--- config.mk ---
export PLATFORM = sky130hd
export DESIGN_NAME = unsorted_array_priority_queue_flat
export DESIGN_NICKNAME = d
export VERILOG_FILES = /design/src/sv/upq_pkg.sv /design/src/sv/upq_if.sv /design/src/sv/upq_ctrl.sv /design/src/sv/upq_dp.sv /design/src/sv/unsorted_array_priority_queue.sv /design/src/flat_wrapper.sv
export SDC_FILE = /design/constraint.sdc
export NUM_CORES = 1
export LEC_CHECK = 0
export ABC_AREA = 1
export ABC_CLOCK_PERIOD_IN_PS = 29600
export BUFFER_PORTS_ARGS = -buffer_cell sky130_fd_sc_hd__buf_4
export CORE_MARGIN = 1.5
export CORE_UTILIZATION = 55
export CTS_BUF_LIST = sky130_fd_sc_hd__clkbuf_8
export CTS_CLUSTER_SIZE = 8
export DETAILED_ROUTE_END_ITERATION = 7
export PLACE_DENSITY_LB_ADDON = 0.1
export SLEW_MARGIN = 20
export SYNTH_ARGS = -nofsm -noshare
export SYNTH_HDL_FRONTEND = slang
export SYNTH_SLANG_ARGS = --single-unit
--- constraint.sdc ---
create_clock -name clk -period 29.6 [get_ports clk]
set_input_delay 1.48 -clock clk [delete_from_list [all_inputs] [get_ports clk]]
set_output_delay 1.48 -clock clk [all_outputs]
set_load 0.1 [all_outputs]
--- src/sv/upq_pkg.sv ---
// Shared types and constants for the unsorted array priority queue.
// No dependencies; compiled first.
package upq_pkg;

  localparam int DEPTH = 8;
  localparam int IDX_W = (DEPTH > 1) ? $clog2(DEPTH) : 1;
  localparam int CNT_W = $clog2(DEPTH + 1);

  localparam int VAL_W = 16;
  localparam int PRI_W = 8;
  localparam int OCC_W = 4;

  typedef enum logic [0:0] {
    CMD_ENQ = 1'b0,
    CMD_DEQ = 1'b1
  } cmd_t;

  typedef enum logic [1:0] {
    ST_OK        = 2'd0,
    ST_OVERFLOW  = 2'd1,
    ST_UNDERFLOW = 2'd2
  } status_t;

  // Controller to datapath commands.
  typedef struct packed {
    logic load;    // latch the accepted request
    logic search;  // register the max-priority position
    logic commit;  // update storage and load the result register
  } dp_cmd_t;

  // Datapath to controller status.
  typedef struct packed {
    logic out_free;  // result register empty or being drained
  } dp_stat_t;

endpackage

--- src/sv/upq_if.sv ---
// Request and result channel interfaces for the priority queue.
// Depends on upq_pkg.
interface upq_in_if import upq_pkg::*; ();
  logic             valid;
  logic             ready;
  logic             command;
  logic [VAL_W-1:0] item_value;
  logic [PRI_W-1:0] item_priority;

  modport source (output valid, command, item_value, item_priority, input ready);
  modport sink   (input valid, command, item_value, item_priority, output ready);
endinterface

interface upq_out_if import upq_pkg::*; ();
  logic             valid;
  logic             ready;
  logic [1:0]       status;
  logic [VAL_W-1:0] out_value;
  logic [OCC_W-1:0] occupancy;

  modport source (output valid, status, out_value, occupancy, input ready);
  modport sink   (input valid, status, out_value, occupancy, output ready);
endinterface

--- src/sv/upq_ctrl.sv ---
// Controller state machine: sequences accept, search and commit.
// Depends on upq_pkg.
module upq_ctrl import upq_pkg::*; (
  input  logic     clk,
  input  logic     rst,
  input  logic     req_valid,
  output logic     req_ready,
  input  dp_stat_t stat,
  output dp_cmd_t  cmd
);

  typedef enum logic [2:0] {
    S_IDLE   = 3'b001,
    S_SEARCH = 3'b010,
    S_FINISH = 3'b100
  } state_t;

  state_t state, state_next;

  always_ff @(posedge clk) begin
    if (rst) begin
      state <= S_IDLE;
    end else begin
      state <= state_next;
    end
  end

  always_comb begin
    state_next = state;
    req_ready  = 1'b0;
    cmd        = '0;
    unique case (state)
      S_IDLE: begin
        req_ready = 1'b1;
        if (req_valid) begin
          cmd.load   = 1'b1;
          state_next = S_SEARCH;
        end
      end
      S_SEARCH: begin
        cmd.search = 1'b1;
        state_next = S_FINISH;
      end
      S_FINISH: begin
        // Commit and take the next request in the same cycle.
        if (stat.out_free) begin
          cmd.commit = 1'b1;
          req_ready  = 1'b1;
          if (req_valid) begin
            cmd.load   = 1'b1;
            state_next = S_SEARCH;
          end else begin
            state_next = S_IDLE;
          end
        end
      end
      default: state_next = S_IDLE;
    endcase
  end

endmodule

--- src/sv/upq_dp.sv ---
// Datapath: entry storage, max-priority search, gap close, result register.
// Depends on upq_pkg.
module upq_dp import upq_pkg::*; (
  input  logic             clk,
  input  logic             rst,
  input  dp_cmd_t          cmd,
  output dp_stat_t         stat,
  input  logic             req_command,
  input  logic [VAL_W-1:0] req_value,
  input  logic [PRI_W-1:0] req_priority,
  output logic             out_valid,
  input  logic             out_ready,
  output logic [1:0]       out_status,
  output logic [VAL_W-1:0] out_value,
  output logic [OCC_W-1:0] out_occupancy
);

  logic [VAL_W-1:0] vals [DEPTH];
  logic [PRI_W-1:0] pris [DEPTH];
  logic [CNT_W-1:0] count;

  logic             cmd_r;
  logic [VAL_W-1:0] val_r;
  logic [PRI_W-1:0] pri_r;
  logic [IDX_W-1:0] pos;
  logic [VAL_W-1:0] best_val;

  logic [IDX_W-1:0] srch_pos;
  logic [PRI_W-1:0] srch_pri;
  logic [VAL_W-1:0] srch_val;

  logic [CNT_W-1:0] count_next;
  status_t          status_next;
  logic [VAL_W-1:0] value_next;
  logic             do_enq;
  logic             do_deq;

  assign stat.out_free = !out_valid || out_ready;

  // Linear scan over valid entries; strict compare keeps earliest on ties.
  always_comb begin
    srch_pos = '0;
    srch_pri = pris[0];
    srch_val = vals[0];
    for (int i = 1; i < DEPTH; i++) begin
      if ((CNT_W'(i) < count) && (pris[i] > srch_pri)) begin
        srch_pos = IDX_W'(i);
        srch_pri = pris[i];
        srch_val = vals[i];
      end
    end
  end

  always_comb begin
    do_enq      = 1'b0;
    do_deq      = 1'b0;
    count_next  = count;
    status_next = ST_OK;
    value_next  = '0;
    if (cmd_r == CMD_ENQ) begin
      if (count == CNT_W'(DEPTH)) begin
        status_next = ST_OVERFLOW;
      end else begin
        do_enq     = 1'b1;
        count_next = count + 1'b1;
      end
    end else begin
      if (count == '0) begin
        status_next = ST_UNDERFLOW;
      end else begin
        do_deq     = 1'b1;
        count_next = count - 1'b1;
        value_next = best_val;
      end
    end
  end

  // Request latch and search result.
  always_ff @(posedge clk) begin
    if (cmd.load) begin
      cmd_r <= req_command;
      val_r <= req_value;
      pri_r <= req_priority;
    end
    if (cmd.search) begin
      pos      <= srch_pos;
      best_val <= srch_val;
    end
  end

  // Entry storage: append at tail or shift down above the removed slot.
  always_ff @(posedge clk) begin
    if (cmd.commit) begin
      if (do_enq) begin
        vals[count[IDX_W-1:0]] <= val_r;
        pris[count[IDX_W-1:0]] <= pri_r;
      end else if (do_deq) begin
        for (int i = 0; i < DEPTH - 1; i++) begin
          if (IDX_W'(i) >= pos) begin
            vals[i] <= vals[i+1];
            pris[i] <= pris[i+1];
          end
        end
      end
    end
  end

  always_ff @(posedge clk) begin
    if (rst) begin
      count     <= '0;
      out_valid <= 1'b0;
    end else begin
      if (cmd.commit) begin
        count     <= count_next;
        out_valid <= 1'b1;
      end else if (out_ready) begin
        out_valid <= 1'b0;
      end
    end
  end

  always_ff @(posedge clk) begin
    if (cmd.commit) begin
      out_status    <= status_next;
      out_value     <= value_next;
      out_occupancy <= OCC_W'(count_next);
    end
  end

endmodule

--- src/sv/unsorted_array_priority_queue.sv ---
// Top level of the unsorted array priority queue.
// Depends on upq_pkg, upq_if, upq_ctrl and upq_dp.
//
// A small priority queue of DEPTH (value, priority) pairs kept in arrival
// order. Each request carries a command: enqueue appends the pair at the
// tail (status overflow if full), dequeue returns the value with the highest
// priority, earliest arrival first on ties, then closes the gap (status
// underflow if empty). Every request yields exactly one result with the
// status, the removed value (zero unless a dequeue succeeded) and the
// occupancy after the command. Once a request is accepted, the search state
// registers the position found by the combinational priority scan of the
// entry registers; the finish state updates storage and loads the result
// register, and takes the next request as the last one commits while the
// result side keeps draining. The result register holds one finished
// result; while it is occupied and not taken, the commit waits.
module unsorted_array_priority_queue import upq_pkg::*; (
  input logic clk,
  input logic rst,
  upq_in_if.sink    req,
  upq_out_if.source rsp
);

  dp_cmd_t  dp_cmd;
  dp_stat_t dp_stat;

  // Sequencing: accept, scan, commit.
  upq_ctrl u_ctrl (
    .clk       (clk),
    .rst       (rst),
    .req_valid (req.valid),
    .req_ready (req.ready),
    .stat      (dp_stat),
    .cmd       (dp_cmd)
  );

  // Storage, scan and result register.
  upq_dp u_dp (
    .clk           (clk),
    .rst           (rst),
    .cmd           (dp_cmd),
    .stat          (dp_stat),
    .req_command   (req.command),
    .req_value     (req.item_value),
    .req_priority  (req.item_priority),
    .out_valid     (rsp.valid),
    .out_ready     (rsp.ready),
    .out_status    (rsp.status),
    .out_value     (rsp.out_value),
    .out_occupancy (rsp.occupancy)
  );

endmodule

--- src/flat_wrapper.sv ---
// flat-port wrapper written by rule: the top's interface ports become plain ports
module unsorted_array_priority_queue_flat import upq_pkg::*;
  (clk, rst, req_valid, req_command, req_item_value, req_item_priority, req_ready, rsp_valid, rsp_status, rsp_out_value, rsp_occupancy, rsp_ready);
  upq_in_if req_i ();
  upq_out_if rsp_i ();
  input logic clk;
  input logic rst;
  input wire logic [$bits(req_i.valid)-1:0] req_valid;
  input wire logic [$bits(req_i.command)-1:0] req_command;
  input wire logic [$bits(req_i.item_value)-1:0] req_item_value;
  input wire logic [$bits(req_i.item_priority)-1:0] req_item_priority;
  output wire logic [$bits(req_i.ready)-1:0] req_ready;
  output wire logic [$bits(rsp_i.valid)-1:0] rsp_valid;
  output wire logic [$bits(rsp_i.status)-1:0] rsp_status;
  output wire logic [$bits(rsp_i.out_value)-1:0] rsp_out_value;
  output wire logic [$bits(rsp_i.occupancy)-1:0] rsp_occupancy;
  input wire logic [$bits(rsp_i.ready)-1:0] rsp_ready;
  assign req_i.valid = req_valid;
  assign req_i.command = req_command;
  assign req_i.item_value = req_item_value;
  assign req_i.item_priority = req_item_priority;
  assign req_ready = req_i.ready;
  assign rsp_valid = rsp_i.valid;
  assign rsp_status = rsp_i.status;
  assign rsp_out_value = rsp_i.out_value;
  assign rsp_occupancy = rsp_i.occupancy;
  assign rsp_i.ready = rsp_ready;
  unsorted_array_priority_queue u_core (.clk(clk), .rst(rst), .req(req_i), .rsp(rsp_i));
endmodule
Yosys cells after proc, flatten, opt, wreduce, memory -nomap -nowiden

Memories as Yosys holds them, arrays and structs flattened.
Index checks and enable logic that the tools add are counted.

Memory bits (writable): 192
Memories: 2
Bits in registers: 74
Output and inout bits: 24

Memory list:

| name             | depth | bits a word | read ports | clocked after Yosys merged registers in | write ports | line         | source |
|---|---|---|---|---|---|---|---|
| u_core.u_dp.vals | 8     | 16          | 8          | 0                                       | 7           | upq_dp.sv:18 | `logic [VAL_W-1:0] vals [DEPTH];` |
| u_core.u_dp.pris | 8     | 8           | 8          | 0                                       | 7           | upq_dp.sv:19 | `logic [PRI_W-1:0] pris [DEPTH];` |

Add/subtract/negate cells: 2
Mux-type cells: 86
Equality and inequality tests: 6
Reduce and logical (&&, ||, !) cells: 17
Bitwise operators: 1
Order comparisons: 21

Operator list:

| operator                                                             | number |
|---|---|
| 16-bit 2-to-1 mux                                                    | 8 |
| 8-bit greater-than comparator                                        | 7 |
| 8-bit 2-to-1 mux                                                     | 7 |
| 1-bit 2-to-1 mux                                                     | 54 |
| 3-bit 2-to-1 mux                                                     | 6 |
| 3-bit by 4-bit < comparator with 1-bit output, first input constant  | 4 |
| 16-bit OR reduction                                                  | 1 |
| 4-bit 2-to-1 mux                                                     | 3 |
| 2-bit 2-to-1 mux                                                     | 5 |
| 3-bit >= comparator, first input constant                            | 3 |
| 3-bit one-hot mux with 3 select lines                                | 1 |
| 2-bit by 4-bit < comparator with 1-bit output, first input constant  | 2 |
| 8-bit OR reduction                                                   | 1 |
| 1-bit logical AND                                                    | 7 |
| 1-bit by 3-bit >= comparator with 1-bit output, first input constant | 2 |
| 2-bit by 3-bit >= comparator with 1-bit output, first input constant | 2 |
| 4-bit by 1-bit adder with 4-bit output, second input constant        | 1 |
| 4-bit == test, second input constant                                 | 1 |
| 4-bit logical NOT                                                    | 1 |
| 1-bit by 4-bit < comparator with 1-bit output, first input constant  | 1 |
| 1-bit one-hot mux with 2 select lines                                | 2 |
| 2-bit OR reduction                                                   | 2 |
| 4-bit OR reduction                                                   | 1 |
| 4-bit by 1-bit subtractor with 4-bit output, second input constant   | 1 |
| 10 further kinds                                                     | 10 |

Logic depth before layout (Yosys ltp)

An unclocked memory read counts as a cell.

Depth in word-level cells: 22
Mapped depth: 86
Depth with buffers taken out: 78

Modules after synthesis

Synthesis repeated with hierarchy kept, for this count alone.

Cell total of the unflattened synthesis: 1384
Area, all modules: 13930.9 µm²

By module, submodules not included:

| module   | area an instance (µm²) | cells an instance | seq. area each (µm²) | times used |
|---|---|---|---|---|
| upq_dp   | 13744.4                | 1356              | 7847.5               | 1 |
| upq_ctrl | 186.4                  | 28                | 60.1                 | 1 |

Worst setup path after synthesis

OpenSTA, ideal clock, no wires.

Path type: register -> register
Start: mem u_core.u_dp.pris[1][7]
End: reg u_core.u_dp.best_val[10] (data pin)
Cell stages (with the launch flop): 68
Buffers on the path: 9
Path slack: 19.389 ns
Data required time: 29.334 ns
Data arrival time: 9.945 ns
Library setup time: 0.266 ns
Path through: edfxtp_1 ha_1 nand2_1 nor2_1 nand2_1 nand2_1 nand2_2 clkbuf_1 o21ai_0 ha_1 a21oi_1 nor2_1 a211oi_1 nand2_4 nand2_4 buf_6 clkbuf_1 nand2_1 (+32 left out) o21ai_0 a21oi_1 o211ai_1 nand2_1 inv_1 clkbuf_1 o21ai_1 ha_1 inv_1 nor2_1 nor2_1 o21ai_0 nand4_1 o211ai_1 o311ai_1 nand2_1 clkbuf_1 o21ai_1

RTL lines:

| item                   | line         | source |
|---|---|---|
| start: declaration     | upq_dp.sv:19 |  |
| end signal: assignment | upq_dp.sv:87 | `best_val <= srch_val;` |
| end: declaration       | upq_dp.sv:26 | `logic [VAL_W-1:0] best_val;` |

Worst setup path in the final report

Start: reg u_core.u_dp.count[1]
End: reg u_core.u_dp.pos[1] (data pin)

Word-level cells in the longest chain between the ends: 21

RTL lines:

| item                                          | line          | source |
|---|---|---|
| start: declaration                            | upq_dp.sv:20  | `logic [CNT_W-1:0] count;` |
| start signal: assignment                      | upq_dp.sv:114 | `count <= count_next;` |
| 1-bit by 4-bit < comparator with 1-bit output | upq_dp.sv:46  | `if ((CNT_W'(i) < count) && (pris[i] > srch_pri)) begin` |
| 1-bit logical AND                             | upq_dp.sv:46  |  |
| 8-bit 2-to-1 mux                              | upq_dp.sv:46  |  |
| 8-bit greater-than comparator                 | upq_dp.sv:46  |  |
| 1-bit logical AND                             | upq_dp.sv:46  |  |
| 8-bit 2-to-1 mux                              | upq_dp.sv:46  |  |
| 8-bit greater-than comparator                 | upq_dp.sv:46  |  |
| 1-bit logical AND                             | upq_dp.sv:46  |  |
| (+5 left out)                                 | n/a           |  |
| 1-bit logical AND                             | upq_dp.sv:46  |  |
| 8-bit 2-to-1 mux                              | upq_dp.sv:46  |  |
| 8-bit greater-than comparator                 | upq_dp.sv:46  |  |
| 1-bit logical AND                             | upq_dp.sv:46  |  |
| 8-bit 2-to-1 mux                              | upq_dp.sv:46  |  |
| 8-bit greater-than comparator                 | upq_dp.sv:46  |  |
| 1-bit logical AND                             | upq_dp.sv:46  |  |
| 2-bit OR reduction (no line)                  | n/a           |  |
| end signal: assignment                        | upq_dp.sv:86  | `pos <= srch_pos;` |
| end: declaration                              | upq_dp.sv:25  | `logic [IDX_W-1:0] pos;` |

Several ways; a longest one is shown, not always the timed one.
A chain may end at the register's enable or synchronous reset.

==> impl_metrics.csv <==
group,metric,value,unit
drt,via_per_inst,5.380,
power,p_seq_frac,0.550,
layout,layout-drive-gt1-share,0.1206,
drt,ant_nets,0,
die,die_x,160.3,um
layout,final_util,0.6230,
drt,wl,31.31,mm
setup_path,cp_num_buf_inv,7,
timing,clock_skew,0.02089,ns
yosys,synth_cell_type_count,39,
global_route,globalRouteOverflowTotal,0,
placement,hpwl,22.73,mm
global_route,antenna_found_initial,0,
timing,rsz0062_at_grt,"no",
clock_network,clkSlewWorstSetupHoldPaths,0.06,ns
clock_network,clockBufferDepth,3,
power,peakVddDrop,0.00004249,V
power,internal-power,592.4,uW
yosys,syn_nets,1511,
global_route,grt_pass1_vias,9210,
die,die_h,160.3,um
power,power_frac_comb,0.046,
clock_network,clock_latency,0.56,ns
layout,fin_nets,1558,
global_route,grt_max_degree,50,
global_route,grt_usage,0.2493,
layout,design_area,15150,um^2
setup_path,cp_slowest_cell,"inv_1",
placement,placed_cell_area,14310,um^2
placement,port_buffers,52,
timing,drv_slew,0,
setup_path,ff2ff_path_depth,61,
layout,synthToLayoutAreaGrowth,11.40,%
timing,tns,0,ns
setup_path,crit_path_end_kind,"register",
setup_path,path_max_fanout,49,
yosys,netlist_top_cells_area,"edfxtp_1, o21ai_0, nand2_1, ha_1, inv_1",
drt,drt-wirelength-per-cell,17.08,um
die,boundaryPins,53,
clock_network,cts_tree,"built",
clock_network,cts_root_buf,"clkbuf_8",
layout,diodes,0,
yosys,async_flop_share,0,
drt,drtIter0Drc,948,
power,p_per_area,50.57,nW/um^2
setup_path,critPathTopFamily,"compound AO/OA/AOI/OAI gates",
timing,fin_crit_sh,0.4227,
timing,hold_violations,0,
yosys,syn_area_per_cell,9.505,um^2
drt,vias,9861,
yosys,synth_top_area_share,0.5696,
yosys,synth_ff_type,"edfxtp_1",
global_route,grt_pass1_wl,49.99,mm
clock_network,ctsResizeCount,0,
timing,max_slew_margin,0.2145,
die,dieArea,25680,um^2
setup_path,path_depth,61,
hold_path,worstHoldPathCells,2,
timing,fin_crit,12.51,ns
setup_path,startpoint_type,"register",
drt,drc,0,
setup_path,worst-setup-path-type,"register to register",
timing,tightest_slew,1.166,ns
die,initial_core_util,0.5593,
setup_path,cp_data_arrival_time,12.82,ns
setup_path,cp.required,29.91,ns
power,sw_frac_of_total,0.2268,
die,core-area,24320,um^2
yosys,ys_warn_count,0,
setup_path,critPathMaxStageDelay,0.67,ns
die,rows,57,
run_status,run_status,"finished, final reports clean",
power,switchingPower,173.7,uW
clock_network,cts_buffers,45,
timing,whs,0.5457,ns
yosys,synth_seq_cells,266,
clock_network,h-tree-depth,2,
clock_network,cts_setup_buffers,0,
clock_network,cts_sinks,266,
power,leakagePower,0.005843,uW
yosys,synth_edf_count,258,
clock_network,cts_hold_buf,0,
yosys,seq_area_frac_synth,0.5814,
drt,dr.pass1.iters,6,
power,p_clk_frac,0.404,
placement,gp_congestion,0.8503,
power,power,766.2,uW
yosys,syn_inst,1431,
timing,finalSetupViolCount,0,
yosys,yosys.area.top_type,"edfxtp_1",
flow_run,max-cap-violations,0,
hold_path,hold_class,"register to register",
yosys,post_synth_instance_area,13600,um^2
timing,fmax,79.93,MHz
logic make-up (layout without fill, tap and decap cells):
| logic type | Yosys count | in the layout | synth area share |
|---|---|---|---|
| AND/OR/NAND/NOR | 524 | 524 | 0.1590 |
| AO/OA/AOI/OAI | 381 | 381 | 0.1512 |
| flip-flops | 266 | 266 | 0.5814 |
| buffers and inverters | 207 | 285 | 0.06016 |
| adder cells (fa/ha/maj) | 51 | 51 | 0.04691 |
| XOR/XNOR | 2 | 2 | 0.001288 |
final timing paths:
| kind | start | end | slack (ns) |
|---|---|---|---|
| max | u_core.u_dp.count[1] | u_core.u_dp.pos[1] | 17.09 |
| min reg2reg | u_core.u_dp.vals[1][14] | u_core.u_dp.vals[0][14] | 0.55 |
| max reg2reg | u_core.u_dp.count[1] | u_core.u_dp.pos[1] | 17.09 |
| min | u_core.u_dp.vals[1][14] | u_core.u_dp.vals[0][14] | 0.55 |
tightest hold or removal path: stages (launching register included):
cell and delay [ns]:
edfxtp_1 0.34, nand2_1 0.05, o21ai_0 0.06
cell type report:
| class | instances | area [um^2] |
|---|---|---|
| repair buffers | 68 | 514.2 |
| multi-input cells | 958 | 4971 |
| clock inverters | 32 | 198.9 |
| flip-flops and latches | 266 | 7908 |
| clock buffers | 46 | 633.1 |
| fillers | 2091 | 9168 |
| well taps | 324 | 405.4 |
| inverters | 139 | 521.8 |
cell usage in the layout, fill, tap and decap left out, types with 4 or more instances in the layout:
master    count
o21ai_1      54
a211oi_1      5
clkbuf_8     46
nand3b_1      4
dfxtp_1       8
o21ai_2       9
nor3_1        4
o21bai_1      4
nand2_4       5
o21ai_0     245
edfxtp_1    258
inv_1       144
inv_2         7
ha_1         51
nor2_2        9
buf_4        67
clkinv_1     14
or2_2        12
nand2_2       7
o211ai_1     19
a21oi_1      33
nand3_1      40
nor2_1       87
nand2_1     350
power by group through the flow:
stage / clock network, uW / registers (uW) / logic (uW)
CTS: 317 / 421 / 35.4
global route: 333 / 421 / 40.1
floorplan: 0 / 429 / 20.7
detailed placement: 0 / 429 / 35.3
global placement: 0 / 429 / 34.6
finish: 310 / 421 / 35.5
cell usage after synthesis, drive strengths merged, types with 4 or more instances:
cell and instances:
a211oi 5, a21oi 37, buf 10, clkbuf 58, clkinv 5, dfxtp 8
edfxtp 258, ha 51, inv 134, nand2 363, nand3 40, nand3b 4
nor2 97, nor3 4, o211ai 19, o21ai 309, o21bai 4, or2 12
layer usage:
metal  share of wire  global-route usage
met3           0.069             0.04026
met4           0.018             0.06117
met2            0.42              0.3569
met5               0                   0
met1            0.50              0.3946
stage by stage:
step	instances	worst slack, ns
3_3_place_gp	1754	17.44
6_report	1833	17.09
3_5_place_dp	1755	17.17
4_1_cts	1833	17.15
5_1_grt	1833	15.77
2_1_floorplan	1431	19.39
state kept, by name, summed over array words and instances, names as in the netlist:
register	count
u_core.u_dp.count	4
u_core.u_dp.best_val	16
u_core.u_dp.out_value	16
u_core.u_dp.val_r	16
u_core.u_ctrl.state	3
u_core.u_dp.out_status	2
u_core.u_dp.cmd_r	1
u_core.u_dp.pris	64
u_core.u_dp.pri_r	8
u_core.u_dp.vals	128
u_core.u_dp.out_valid	1
u_core.u_dp.out_occupancy	4
u_core.u_dp.pos	3
Note: power is estimated with default switching activity, not from simulation.
